==> src/design/png_cw_pkg.sv <==
// Types and constants for the PNG chunk walker.
package png_cw_pkg;

  localparam int unsigned OFF_W   = 40;
  localparam int unsigned LEN_W   = 32;
  localparam int unsigned CNT_W   = 16;
  localparam int unsigned QDEPTH  = 4;
  localparam int unsigned QPTR_W  = $clog2(QDEPTH);

  localparam logic [OFF_W-1:0] OFF_MAX = {OFF_W{1'b1}};
  localparam logic [CNT_W-1:0] CNT_MAX = {CNT_W{1'b1}};
  localparam logic [CNT_W-1:0] MAX_CHUNKS_RST = 16'd10000;

  localparam logic [7:0] PNG_MAGIC [8] = '{8'h89, 8'h50, 8'h4E, 8'h47,
                                           8'h0D, 8'h0A, 8'h1A, 8'h0A};

  localparam logic [31:0] TYPE_IHDR = 32'h4948_4452;
  localparam logic [31:0] TYPE_IDAT = 32'h4944_4154;
  localparam logic [31:0] TYPE_IEND = 32'h4945_4E44;
  localparam logic [7:0]  ANCILLARY_BIT = 8'h20;

  localparam logic [2:0] ST_OK        = 3'd0;
  localparam logic [2:0] ST_EARLY     = 3'd1;
  localparam logic [2:0] ST_HDR_TRUNC = 3'd2;
  localparam logic [2:0] ST_BAD_SIG   = 3'd3;
  localparam logic [2:0] ST_SHORT_SIG = 3'd4;
  localparam logic [2:0] ST_TOO_MANY  = 3'd5;

  localparam logic [2:0] CLS_HEADER    = 3'd0;
  localparam logic [2:0] CLS_IMAGE     = 3'd1;
  localparam logic [2:0] CLS_END       = 3'd2;
  localparam logic [2:0] CLS_ANCILLARY = 3'd3;
  localparam logic [2:0] CLS_CRITICAL  = 3'd4;

  typedef enum logic [5:0] {
    PH_SIG  = 6'b000001,
    PH_LEN  = 6'b000010,
    PH_TYPE = 6'b000100,
    PH_DATA = 6'b001000,
    PH_CRC  = 6'b010000,
    PH_DONE = 6'b100000
  } phase_t;

  typedef struct packed {
    logic [2:0]       status;
    logic [OFF_W-1:0] offset;
    logic [LEN_W-1:0] length;
    logic [31:0]      ctype;
    logic [2:0]       cls;
    logic [CNT_W-1:0] count;
    logic             saw_header;
    logic             saw_end;
    logic             file_done;
    logic             last;
  } rec_t;

  function automatic rec_t mk_rec(input logic [2:0] status, input logic [OFF_W-1:0] off,
                                  input logic [LEN_W-1:0] len, input logic [31:0] typ,
                                  input logic [2:0] cls, input logic done);
    rec_t r;
    r            = '0;
    r.status     = status;
    r.offset     = off;
    r.length     = len;
    r.ctype      = typ;
    r.cls        = cls;
    r.file_done  = done;
    return r;
  endfunction

endpackage

==> src/design/png_chunk_walker_core.sv <==
// PNG chunk walker: signature check, chunk framing and record queue.
// Records are written into the queue when their byte is accepted.
// Throughput: one byte per cycle while in_stall is low; records leave one per
// cycle from a 4-deep queue while out_stall is low, and the input stalls while
// fewer than two queue slots are free. Reset (synchronous, rst_n low) sets
// max_chunks to 10000, empties the queue and starts a new file.
module png_chunk_walker_core
  import png_cw_pkg::*;
(
  input  logic             clk,
  input  logic             rst_n,
  input  logic             cfg_wr_en,
  input  logic [15:0]      cfg_wr_data,
  input  logic             in_valid,
  output logic             in_stall,
  input  logic [7:0]       in_data_byte,
  input  logic             in_end_of_file,
  output logic             out_valid,
  input  logic             out_stall,
  output logic [2:0]       out_record_status,
  output logic [OFF_W-1:0] out_chunk_offset,
  output logic [LEN_W-1:0] out_chunk_length,
  output logic [31:0]      out_chunk_type,
  output logic [2:0]       out_chunk_class,
  output logic [CNT_W-1:0] out_chunk_count,
  output logic             out_saw_header,
  output logic             out_saw_end,
  output logic             out_file_done,
  output logic             out_last_result
);

  phase_t            phase_r, phase_nxt;
  logic [2:0]        idx_r, idx_nxt;
  logic [LEN_W-1:0]  len_r, len_nxt;
  logic [31:0]       type_r, type_nxt;
  logic [LEN_W-1:0]  rem_r, rem_nxt;
  logic [OFF_W-1:0]  off_r, off_nxt;
  logic [OFF_W-1:0]  cstart_r, cstart_nxt;
  logic [CNT_W-1:0]  count_r, count_nxt;
  logic              hs_r, hs_nxt;
  logic              es_r, es_nxt;
  logic              sigbad_r, sigbad_nxt;
  logic [CNT_W-1:0]  maxc_r;

  rec_t              q_mem_r [QDEPTH];
  logic [QPTR_W-1:0] wr_ptr_r, rd_ptr_r;
  logic [QPTR_W:0]   fill_r;

  logic              in_acc, out_acc;
  rec_t              rec0, rec1;
  logic [1:0]        n_rec;
  rec_t              head;

  assign in_stall  = (fill_r > (QPTR_W+1)'(QDEPTH - 2));
  assign out_valid = (fill_r != '0);
  assign in_acc    = in_valid && !in_stall;
  assign out_acc   = out_valid && !out_stall;

  always_comb begin
    logic [3:0] idx_inc;
    logic       fin_req;
    logic [2:0] fin_status;
    logic       done;
    logic       clear;
    logic       eof;
    logic [2:0] cls;
    logic       is_end;
    logic       abort_now;
    logic       fin_done;

    phase_nxt  = phase_r;
    idx_nxt    = idx_r;
    len_nxt    = len_r;
    type_nxt   = type_r;
    rem_nxt    = rem_r;
    off_nxt    = off_r;
    cstart_nxt = cstart_r;
    count_nxt  = count_r;
    hs_nxt     = hs_r;
    es_nxt     = es_r;
    sigbad_nxt = sigbad_r;
    rec0       = '0;
    rec1       = '0;
    n_rec      = 2'd0;
    idx_inc    = {1'b0, idx_r} + 4'd1;
    fin_req    = 1'b0;
    fin_status = ST_OK;
    done       = 1'b0;
    clear      = 1'b0;
    eof        = in_end_of_file;
    cls        = CLS_CRITICAL;
    is_end     = 1'b0;
    abort_now  = 1'b0;
    fin_done   = 1'b0;

    if (in_acc) begin
      if (phase_r == PH_DONE) begin
        clear = eof;
      end else begin
        if (off_r != OFF_MAX) begin
          off_nxt = off_r + OFF_W'(1);
        end
        case (phase_r)
          PH_SIG: begin
            if (in_data_byte != PNG_MAGIC[idx_r]) begin
              sigbad_nxt = 1'b1;
            end
            idx_nxt = idx_inc[2:0];
            if (idx_inc[3]) begin
              if (sigbad_nxt) begin
                rec0  = mk_rec(ST_BAD_SIG, '0, '0, '0, '0, 1'b1);
                n_rec = 2'd1;
                done  = 1'b1;
              end else begin
                phase_nxt  = PH_LEN;
                idx_nxt    = '0;
                len_nxt    = '0;
                type_nxt   = '0;
                rem_nxt    = '0;
                cstart_nxt = off_nxt;
                if (eof) begin
                  rec0  = mk_rec(ST_HDR_TRUNC, off_nxt, '0, '0, '0, 1'b1);
                  n_rec = 2'd1;
                  done  = 1'b1;
                end
              end
            end else if (eof) begin
              rec0  = mk_rec(ST_SHORT_SIG, '0, '0, '0, '0, 1'b1);
              n_rec = 2'd1;
              done  = 1'b1;
            end
          end
          PH_LEN: begin
            len_nxt = {len_r[LEN_W-9:0], in_data_byte};
            if (idx_inc[2]) begin
              idx_nxt   = '0;
              phase_nxt = PH_TYPE;
            end else begin
              idx_nxt = idx_inc[2:0];
            end
            if (eof) begin
              rec0  = mk_rec(ST_HDR_TRUNC, cstart_r, '0, '0, '0, 1'b1);
              n_rec = 2'd1;
              done  = 1'b1;
            end
          end
          PH_TYPE: begin
            type_nxt = {type_r[23:0], in_data_byte};
            if (idx_inc[2]) begin
              idx_nxt   = '0;
              rem_nxt   = len_r;
              phase_nxt = (len_r != '0) ? PH_DATA : PH_CRC;
              if (eof) begin
                fin_req    = 1'b1;
                fin_status = ST_EARLY;
              end
            end else begin
              idx_nxt = idx_inc[2:0];
              if (eof) begin
                rec0  = mk_rec(ST_HDR_TRUNC, cstart_r, '0, '0, '0, 1'b1);
                n_rec = 2'd1;
                done  = 1'b1;
              end
            end
          end
          PH_DATA: begin
            rem_nxt = rem_r - LEN_W'(1);
            if (rem_nxt == '0) begin
              phase_nxt = PH_CRC;
            end
            if (eof) begin
              fin_req    = 1'b1;
              fin_status = ST_EARLY;
            end
          end
          PH_CRC: begin
            idx_nxt = idx_inc[2:0];
            if (idx_inc[2]) begin
              fin_req    = 1'b1;
              fin_status = ST_OK;
            end else if (eof) begin
              fin_req    = 1'b1;
              fin_status = ST_EARLY;
            end
          end
          default: begin
            phase_nxt = PH_SIG;
          end
        endcase

        if (fin_req) begin
          if (type_nxt == TYPE_IHDR) begin
            cls    = CLS_HEADER;
            hs_nxt = 1'b1;
          end else if (type_nxt == TYPE_IDAT) begin
            cls = CLS_IMAGE;
          end else if (type_nxt == TYPE_IEND) begin
            cls    = CLS_END;
            es_nxt = 1'b1;
            is_end = 1'b1;
          end else if ((type_nxt[31:24] & ANCILLARY_BIT) != '0) begin
            cls = CLS_ANCILLARY;
          end else begin
            cls = CLS_CRITICAL;
          end
          if (count_r != CNT_MAX) begin
            count_nxt = count_r + CNT_W'(1);
          end
          abort_now = !is_end && (count_nxt > maxc_r);
          fin_done  = is_end || (!abort_now && (fin_status == ST_EARLY));
          rec0  = mk_rec(fin_status, cstart_r, len_nxt, type_nxt, cls, fin_done);
          n_rec = 2'd1;
          done  = fin_done;
          if (!fin_done) begin
            phase_nxt  = PH_LEN;
            idx_nxt    = '0;
            len_nxt    = '0;
            type_nxt   = '0;
            rem_nxt    = '0;
            cstart_nxt = off_nxt;
            if (abort_now) begin
              rec1  = mk_rec(ST_TOO_MANY, off_nxt, '0, '0, '0, 1'b1);
              n_rec = 2'd2;
              done  = 1'b1;
            end else if (eof) begin
              rec1  = mk_rec(ST_HDR_TRUNC, off_nxt, '0, '0, '0, 1'b1);
              n_rec = 2'd2;
              done  = 1'b1;
            end
          end
        end

        if (done) begin
          if (eof) begin
            clear = 1'b1;
          end else begin
            phase_nxt = PH_DONE;
          end
        end
      end
    end

    rec0.count      = count_nxt;
    rec0.saw_header = hs_nxt;
    rec0.saw_end    = es_nxt;
    rec0.last       = (n_rec == 2'd1);
    rec1.count      = count_nxt;
    rec1.saw_header = hs_nxt;
    rec1.saw_end    = es_nxt;
    rec1.last       = 1'b1;

    if (clear) begin
      phase_nxt  = PH_SIG;
      idx_nxt    = '0;
      len_nxt    = '0;
      type_nxt   = '0;
      rem_nxt    = '0;
      off_nxt    = '0;
      cstart_nxt = '0;
      count_nxt  = '0;
      hs_nxt     = 1'b0;
      es_nxt     = 1'b0;
      sigbad_nxt = 1'b0;
    end
  end

  always_ff @(posedge clk) begin
    if (!rst_n) begin
      phase_r  <= PH_SIG;
      idx_r    <= '0;
      len_r    <= '0;
      type_r   <= '0;
      rem_r    <= '0;
      off_r    <= '0;
      cstart_r <= '0;
      count_r  <= '0;
      hs_r     <= 1'b0;
      es_r     <= 1'b0;
      sigbad_r <= 1'b0;
      maxc_r   <= MAX_CHUNKS_RST;
    end else begin
      phase_r  <= phase_nxt;
      idx_r    <= idx_nxt;
      len_r    <= len_nxt;
      type_r   <= type_nxt;
      rem_r    <= rem_nxt;
      off_r    <= off_nxt;
      cstart_r <= cstart_nxt;
      count_r  <= count_nxt;
      hs_r     <= hs_nxt;
      es_r     <= es_nxt;
      sigbad_r <= sigbad_nxt;
      if (cfg_wr_en) begin
        maxc_r <= cfg_wr_data;
      end
    end
  end

  // record queue
  always_ff @(posedge clk) begin
    if (n_rec != 2'd0) begin
      q_mem_r[wr_ptr_r] <= rec0;
    end
    if (n_rec == 2'd2) begin
      q_mem_r[wr_ptr_r + QPTR_W'(1)] <= rec1;
    end
  end

  always_ff @(posedge clk) begin
    if (!rst_n) begin
      wr_ptr_r <= '0;
      rd_ptr_r <= '0;
      fill_r   <= '0;
    end else begin
      wr_ptr_r <= wr_ptr_r + QPTR_W'(n_rec);
      if (out_acc) begin
        rd_ptr_r <= rd_ptr_r + QPTR_W'(1);
      end
      fill_r <= fill_r + (QPTR_W+1)'(n_rec) - (QPTR_W+1)'(out_acc);
    end
  end

  assign head              = q_mem_r[rd_ptr_r];
  assign out_record_status = head.status;
  assign out_chunk_offset  = head.offset;
  assign out_chunk_length  = head.length;
  assign out_chunk_type    = head.ctype;
  assign out_chunk_class   = head.cls;
  assign out_chunk_count   = head.count;
  assign out_saw_header    = head.saw_header;
  assign out_saw_end       = head.saw_end;
  assign out_file_done     = head.file_done;
  assign out_last_result   = head.last;

endmodule

==> config.mk <==
export PLATFORM = sky130hd
export DESIGN_NAME = png_chunk_walker_core
export DESIGN_NICKNAME = d
export VERILOG_FILES = /design/src/design/png_cw_pkg.sv /design/src/design/png_chunk_walker_core.sv
export SDC_FILE = /design/constraint.sdc
export NUM_CORES = 2
export LEC_CHECK = 0
export ABC_AREA = 1
export BUFFER_PORTS_ARGS = -buffer_cell sky130_fd_sc_hd__buf_2
export CORE_MARGIN = 2
export CORE_UTILIZATION = 25
export DETAILED_ROUTE_END_ITERATION = 6
export MAX_ROUTING_LAYER = met4
export PLACE_DENSITY_LB_ADDON = 0.1
export RECOVER_POWER = 50
export SLEW_MARGIN = 20
export SYNTH_ARGS = -nofsm -noshare
export SYNTH_HDL_FRONTEND = slang
export SYNTH_SLANG_ARGS = --single-unit
==> constraint.sdc <==
create_clock -name clk -period 6.6 [get_ports clk]
set_input_delay 1.32 -clock clk [delete_from_list [all_inputs] [get_ports clk]]
set_output_delay 1.32 -clock clk [all_outputs]
set_load 0.005 [all_outputs]
After elaboration in Yosys (flattened, before gate mapping)
Memory sizes are Yosys's and may differ from the RTL's. A register that Yosys moved wholly into a read port is not among the register bits.
Cells that the tools add are included.
- $add $sub $neg: 9
- order comparisons: 3
- div/mod/pow operators: 0
- multiplexer cells: 130
- eq/ne operators: 15
- reductions and logical operators: 17
- shift-type cells: 0
- multiply operators: 0
- bitwise gates (word level): 3
- operators by type and width (cell ; count):
    $mux W130 ; 10
    $mux W129 ; 4
    $mux W32 ; 15
    $pmux W130 S3 ; 1
    $mux W40 ; 6
    $pmux W32 S2 ; 2
    $mux W16 ; 7
    $eq A32 B31 Y1 const B ; 3
    $pmux W32 S3 ; 1
    $mux W6 ; 9
    $mux W1 ; 44
    $add A40 B1 Y40 const B ; 1
    $ne A40 B40 Y1 const B ; 1
    $mux W3 ; 11
    $logic_not A32 Y1 ; 1
    $reduce_bool A32 Y1 ; 1
    $sub A32 B1 Y32 const B ; 1
    $pmux W6 S5 ; 1
    $mux W2 ; 11
    $pmux W3 S3 ; 2
    $add A16 B1 Y16 const B ; 1
    $gt A16 B16 Y1 ; 1
    $mux W8 ; 2
    $ne A16 B16 Y1 const B ; 1
    30 further kinds ; 40
- bits in registers: 227
- ROM bits: 64
- memories: 2
- bits in writable memories: 520
- latch bits: 0
- memories (memory ; depth ; width ; read ports ; clocked after Yosys merged registers in ; wr ports ; line ; RTL):
    q_mem_r ; 4 ; 130 ; 1 ; 1 ; 2 ; png_chunk_walker_core.sv:45 ; rec_t q_mem_r [QDEPTH];
    (name not given) ; 8 ; 8 ; 1 ; 0 ; 0 ; png_chunk_walker_core.sv:105 ; if (in_data_byte != PNG_MAGIC[idx_r]) begin

Logic depth before layout (Yosys ltp)
- depth after elaboration: 34
- depth in mapped cells: 37

Least setup slack after synthesis
OpenSTA, ideal clock, no wires.
- path kind: register -> register
- start point: register count_r[0]
- end point: memory q_mem_r[1][100] (netlist bit) (enable)
- data arrival time: 4.916 ns
- clock period less this slack: 5.332 ns
- slack: 1.268 ns
- setup time: 0.416 ns
- cell stages (with the launch flop): 30
- cells stage by stage: dfxtp_1 -> ha_1 -> nand2_1 -> nor2_1 -> nand3_1 -> nor2_1 -> inv_1 -> nor2_1 -> inv_1 -> nor2_1 -> nand2_1 -> inv_1 -> nor3_1 -> nand2_1 -> nor2_1 -> xor2_1 -> ha_1 -> inv_1 -> nor4_1 -> nand2_1 -> a21oi_1 -> inv_1 -> nand2_1 -> nand2_4 -> nor2_2 -> nand3_2 -> nor2_1 -> nor2_1 -> buf_2 -> inv_1
- RTL lines (item ; line ; RTL):
    start: declaration ; png_chunk_walker_core.sv:39 ; logic [CNT_W-1:0] count_r, count_nxt;
    start signal: assignment ; png_chunk_walker_core.sv:289 ; count_r <= count_nxt;
    end: declaration ; png_chunk_walker_core.sv:45 ;

Worst setup path after layout
- start point: register count_r[0]
- end point: register count_r[15]
- longest elaborated chain between the ends: 18
- elaborated cells on any way between the ends: 23
- those cells by class: 1 x add/sub; 1 x order compare; 1 x eq/ne; 15 x mux; 5 x reduce/logical
- ends and longest elaborated chain (item ; line ; RTL):
    $add A16 B1 Y16 or $ne A16 B16 Y1 (tied branches) ; png_chunk_walker_core.sv:207, png_chunk_walker_core.sv:206 ;
    $mux W16 (*) ; png_chunk_walker_core.sv:206 ; if (count_r != CNT_MAX) begin
    $mux W16 (*) ; png_chunk_walker_core.sv:191 ; if (fin_req) begin
    $mux W16 (*) ; png_chunk_walker_core.sv:97 ; if (phase_r == PH_DONE) begin
    $mux W16 (*) ; png_chunk_walker_core.sv:96 ; if (in_acc) begin
    $gt A16 B16 Y1 ; png_chunk_walker_core.sv:209 ; abort_now = !is_end && (count_nxt > maxc_r);
    $logic_and A1 B1 Y1 ; png_chunk_walker_core.sv:209 ;
    $logic_not A1 Y1 ; png_chunk_walker_core.sv:210 ; fin_done = is_end || (!abort_now && (fin_status == ST_EARLY));
    [... 2 more ...] ; - ;
    $mux W1 ; png_chunk_walker_core.sv:214 ; if (!fin_done) begin
    $mux W1 ; png_chunk_walker_core.sv:191 ;
    $mux W1 ; png_chunk_walker_core.sv:97 ;
    $mux W1 ; png_chunk_walker_core.sv:96 ;
    $mux W1 ; png_chunk_walker_core.sv:233 ; if (done) begin
    $mux W1 ; png_chunk_walker_core.sv:97 ;
    $mux W1 ; png_chunk_walker_core.sv:96 ;
    $reduce_or A2 Y1 (no line) ; - ;
Mark *: on every way between the ends. The rest lies on a longest branch, timed or not. The select of a mux whose other input is x is not followed.
A chain may end at the register's enable or synchronous reset.

==> results.yml <==
floorplan:
  die_h_um: 393.9
  fp.dieW_um: 393.9
  dieArea_mm2: 0.1552
  io_pins: 162
  rows: 143
  start_util: 0.2508
  core_area_mm2: 0.1515
power_and_ir_drop:
  ir_drop_mv: 0.1924
  power_density_mw_per_mm2: 291.6
  power.total_mw: 12.69
  p_leak_nw: 15.45
worst_setup_path:
  crit_required_ns: 7.12
  worst_path_largest_cell_delay_ns: 0.82
  cp_top_family: "simple AND/OR/NAND/NOR gates"
  critPathKind: "flip-flop to flip-flop"
  worstReg2RegEnd: "count_r[15]$_SDFF_PP0_"
  r2r_start: "count_r[0]$_SDFF_PP0_"
  rrSetupSlack_ns: 0.74
  reg2reg_depth: 28
  crit_path_end_kind: "flip-flop"
  cp_num_buf_inv: 6
  start_kind: "flip-flop"
  arrival_ns: 6.38
  critPathSlowestCell: "nand2_2"
  worst-path-max-fanout: 43
yosys:
  synth_flop_cell: "dfxtp_1"
  ys_warn_count: 0
  ys_types: 58
  syn-num-nets: 5235
  async_reset_ff_frac: 0
  synth-edff-count: 248
  ys_seq_area_frac: 0.4598
  ys_ff_latch: 749
  postSynthCellCount: 5175
  syn-mean-instance-area_um2: 7.345
  synth_area_mm2: 0.03801
routing:
  wl_per_cell_um: 21.68
  drt-total-wl_um: 157900
  first_pass_iters: 6
  route.detailed.drc: 0
  via_per_inst: 4.892
  vias: 35632
  ant_nets: 0
  drtIter0Drc: 2672
clock_network:
  clock_latency_ns: 0.71
  htree_levels: 3
  cts_buffers: 94
  clk_pin_slew_ns: 0.06
  cts_max_path_buffers: 3
  clock-sinks: 749
  cts_tree: "done"
  cts_root_buf: "clkbuf_16"
  cts_hold_buf: 0
  cts_resized: 0
  post_cts_buffers: 0
sta:
  slew_violations: 173
  setup_tns_ns: 0
  finClkSkew_ns: 0.03499
  min_period_ns: 5.856
  rsz0062_at_grt: "no"
  period_share: 0.8872
  relSlewSlack: -0.2763
  finalHoldViolations: 0
  hold_slack_ns: 0.4449
  fmaxAchievable_mhz: 170.8
  setup_viol: 0
  tightest_slew_ns: 1.914
grt:
  grt_overflow: 0
  grt_util_all_layers: 0.2032
  grt_pass1_wl_um: 233900
  grt_pass1_vias: 34206
  grt_max_degree: 142
  antenna_found_initial: 7
run:
  maxCapViolations: 3
final_layout:
  syn2layout_area_growth_pct: 14.46
  nets: 5231
  final_common_cell: "nand2_1"
  final_util: 0.2871
  drive_gt1_frac: 0.06687
  final_cell_mix: "nand2_1, nor2_1, dfxtp_1"
worst_hold_path:
  hold_path_depth: 2
  hold_end: "q_mem_r[2][33]$_SDFFE_PP0N_"
  hold_class: "flip-flop to flip-flop"
  worstHoldStart: "q_mem_r[2][33]$_SDFFE_PP0N_"
run_status:
  violations: "max-capacitance violations, max-slew violations"
  status: "complete, but fails checks"
placement:
  gp_congestion: 0.8681
  port_buffers: 161
  hpwl_um: 98470
## where the power goes
group | total, mW | switching [mW] | internal, mW
registers | 4.93 | 0.0803 | 4.85
clock network | 5.13 | 2.16 | 2.97
logic | 2.63 | 1.99 | 0.638
total | 12.7 | 4.23 | 8.46
## worst min-delay path: stages, from the launching register on
cell     delay (ns)
dfxtp_1        0.32
nand2_1        0.05
nand2_1        0.04
## kinds of logic after synthesis
logic type	synth area share
DFF	0.4598
and+or+nand+nor	0.2337
muxes	0.0007900
buffers and inverters	0.08258
AOI/OAI and AO/OA	0.1981
xor gates and xnor gates	0.01498
adders and majority gates	0.01007
## synthesized netlist by cell type, types with 39 or more instances
cell type	instances	area, um^2
a21oi_1	428	2142
nand2_1	1078	4046
o21ai_0	431	2157
nand3_1	96	480.5
o22ai_1	305	1908
clkbuf_1	234	878.3
nor2_1	895	3359
buf_2	51	255.2
xor2_1	54	473.0
nor3_1	51	255.2
dfxtp_1	501	10030
edfxtp_1	248	7447
inv_1	393	1475
nand4_1	39	244.0
a22oi_1	71	533.0
## worst max-delay path by stage
stage / start / to / slack [ns] / cells past startpoint
after global routing: count_r[0]$_SDFF_PP0_ / count_r[12]$_SDFF_PP0_ / 0.21 / 28
after floorplan: count_r[0]$_SDFF_PP0_ / q_mem_r[1][100]$_DFFE_PP_ / 1.27 / 29
after global placement: count_r[0]$_SDFF_PP0_ / fill_r[2]$_SDFF_PN0_ / 0.95 / 36
after CTS: count_r[0]$_SDFF_PP0_ / q_mem_r[2][105]$_DFFE_PP_ / 0.83 / 29
final: count_r[0]$_SDFF_PP0_ / count_r[15]$_SDFF_PP0_ / 0.74 / 28
after detailed placement: count_r[0]$_SDFF_PP0_ / fill_r[2]$_SDFF_PN0_ / 0.87 / 36
## flip-flops by register name (all words and copies together), names as in the netlist, 2 cells and up, named ones only
signal,count
wr_ptr_r,2
maxc_r,16
len_r,32
cstart_r,40
idx_r,3
phase_r,6
off_r,40
count_r,16
type_r,32
rd_ptr_r,2
q_mem_r,520
fill_r,3
rem_r,32
## area by class of cell
| cell class | count | area (um^2) |
|---|---|---|
| fillers | 16702 | 108000 |
| inverters | 412 | 1578 |
| well taps | 2030 | 2540 |
| clock inverters | 30 | 262.8 |
| flip-flops and latches | 749 | 17480 |
| clock buffers | 144 | 2740 |
| multi-input cells | 3669 | 17420 |
| repair buffers | 245 | 1476 |
| diodes | 4 | 10.01 |
## per-layer routing
layer	wire length (um)	vias up	part of all wire	global-route usage
li1	-	17303	-	-
met1	77860	17331	0.49	0.2906
met2	69660	839	0.44	0.3056
met3	7735	159	0.049	0.02472
met4	2626	0	0.017	0.04379
met5	0	-	0	-
## metrics by stage
stage	setup slack (ns)	area, um^2	std cells
6_report	0.7443	43510	7283
5_1_grt	0.2137	43500	7281
4_1_cts	0.8323	43730	7279
3_5_place_dp	0.8727	40730	7105
3_3_place_gp	0.9546	40730	7105
2_1_floorplan	1.268	38010	5175
Power figures use the tool's default switching activity.
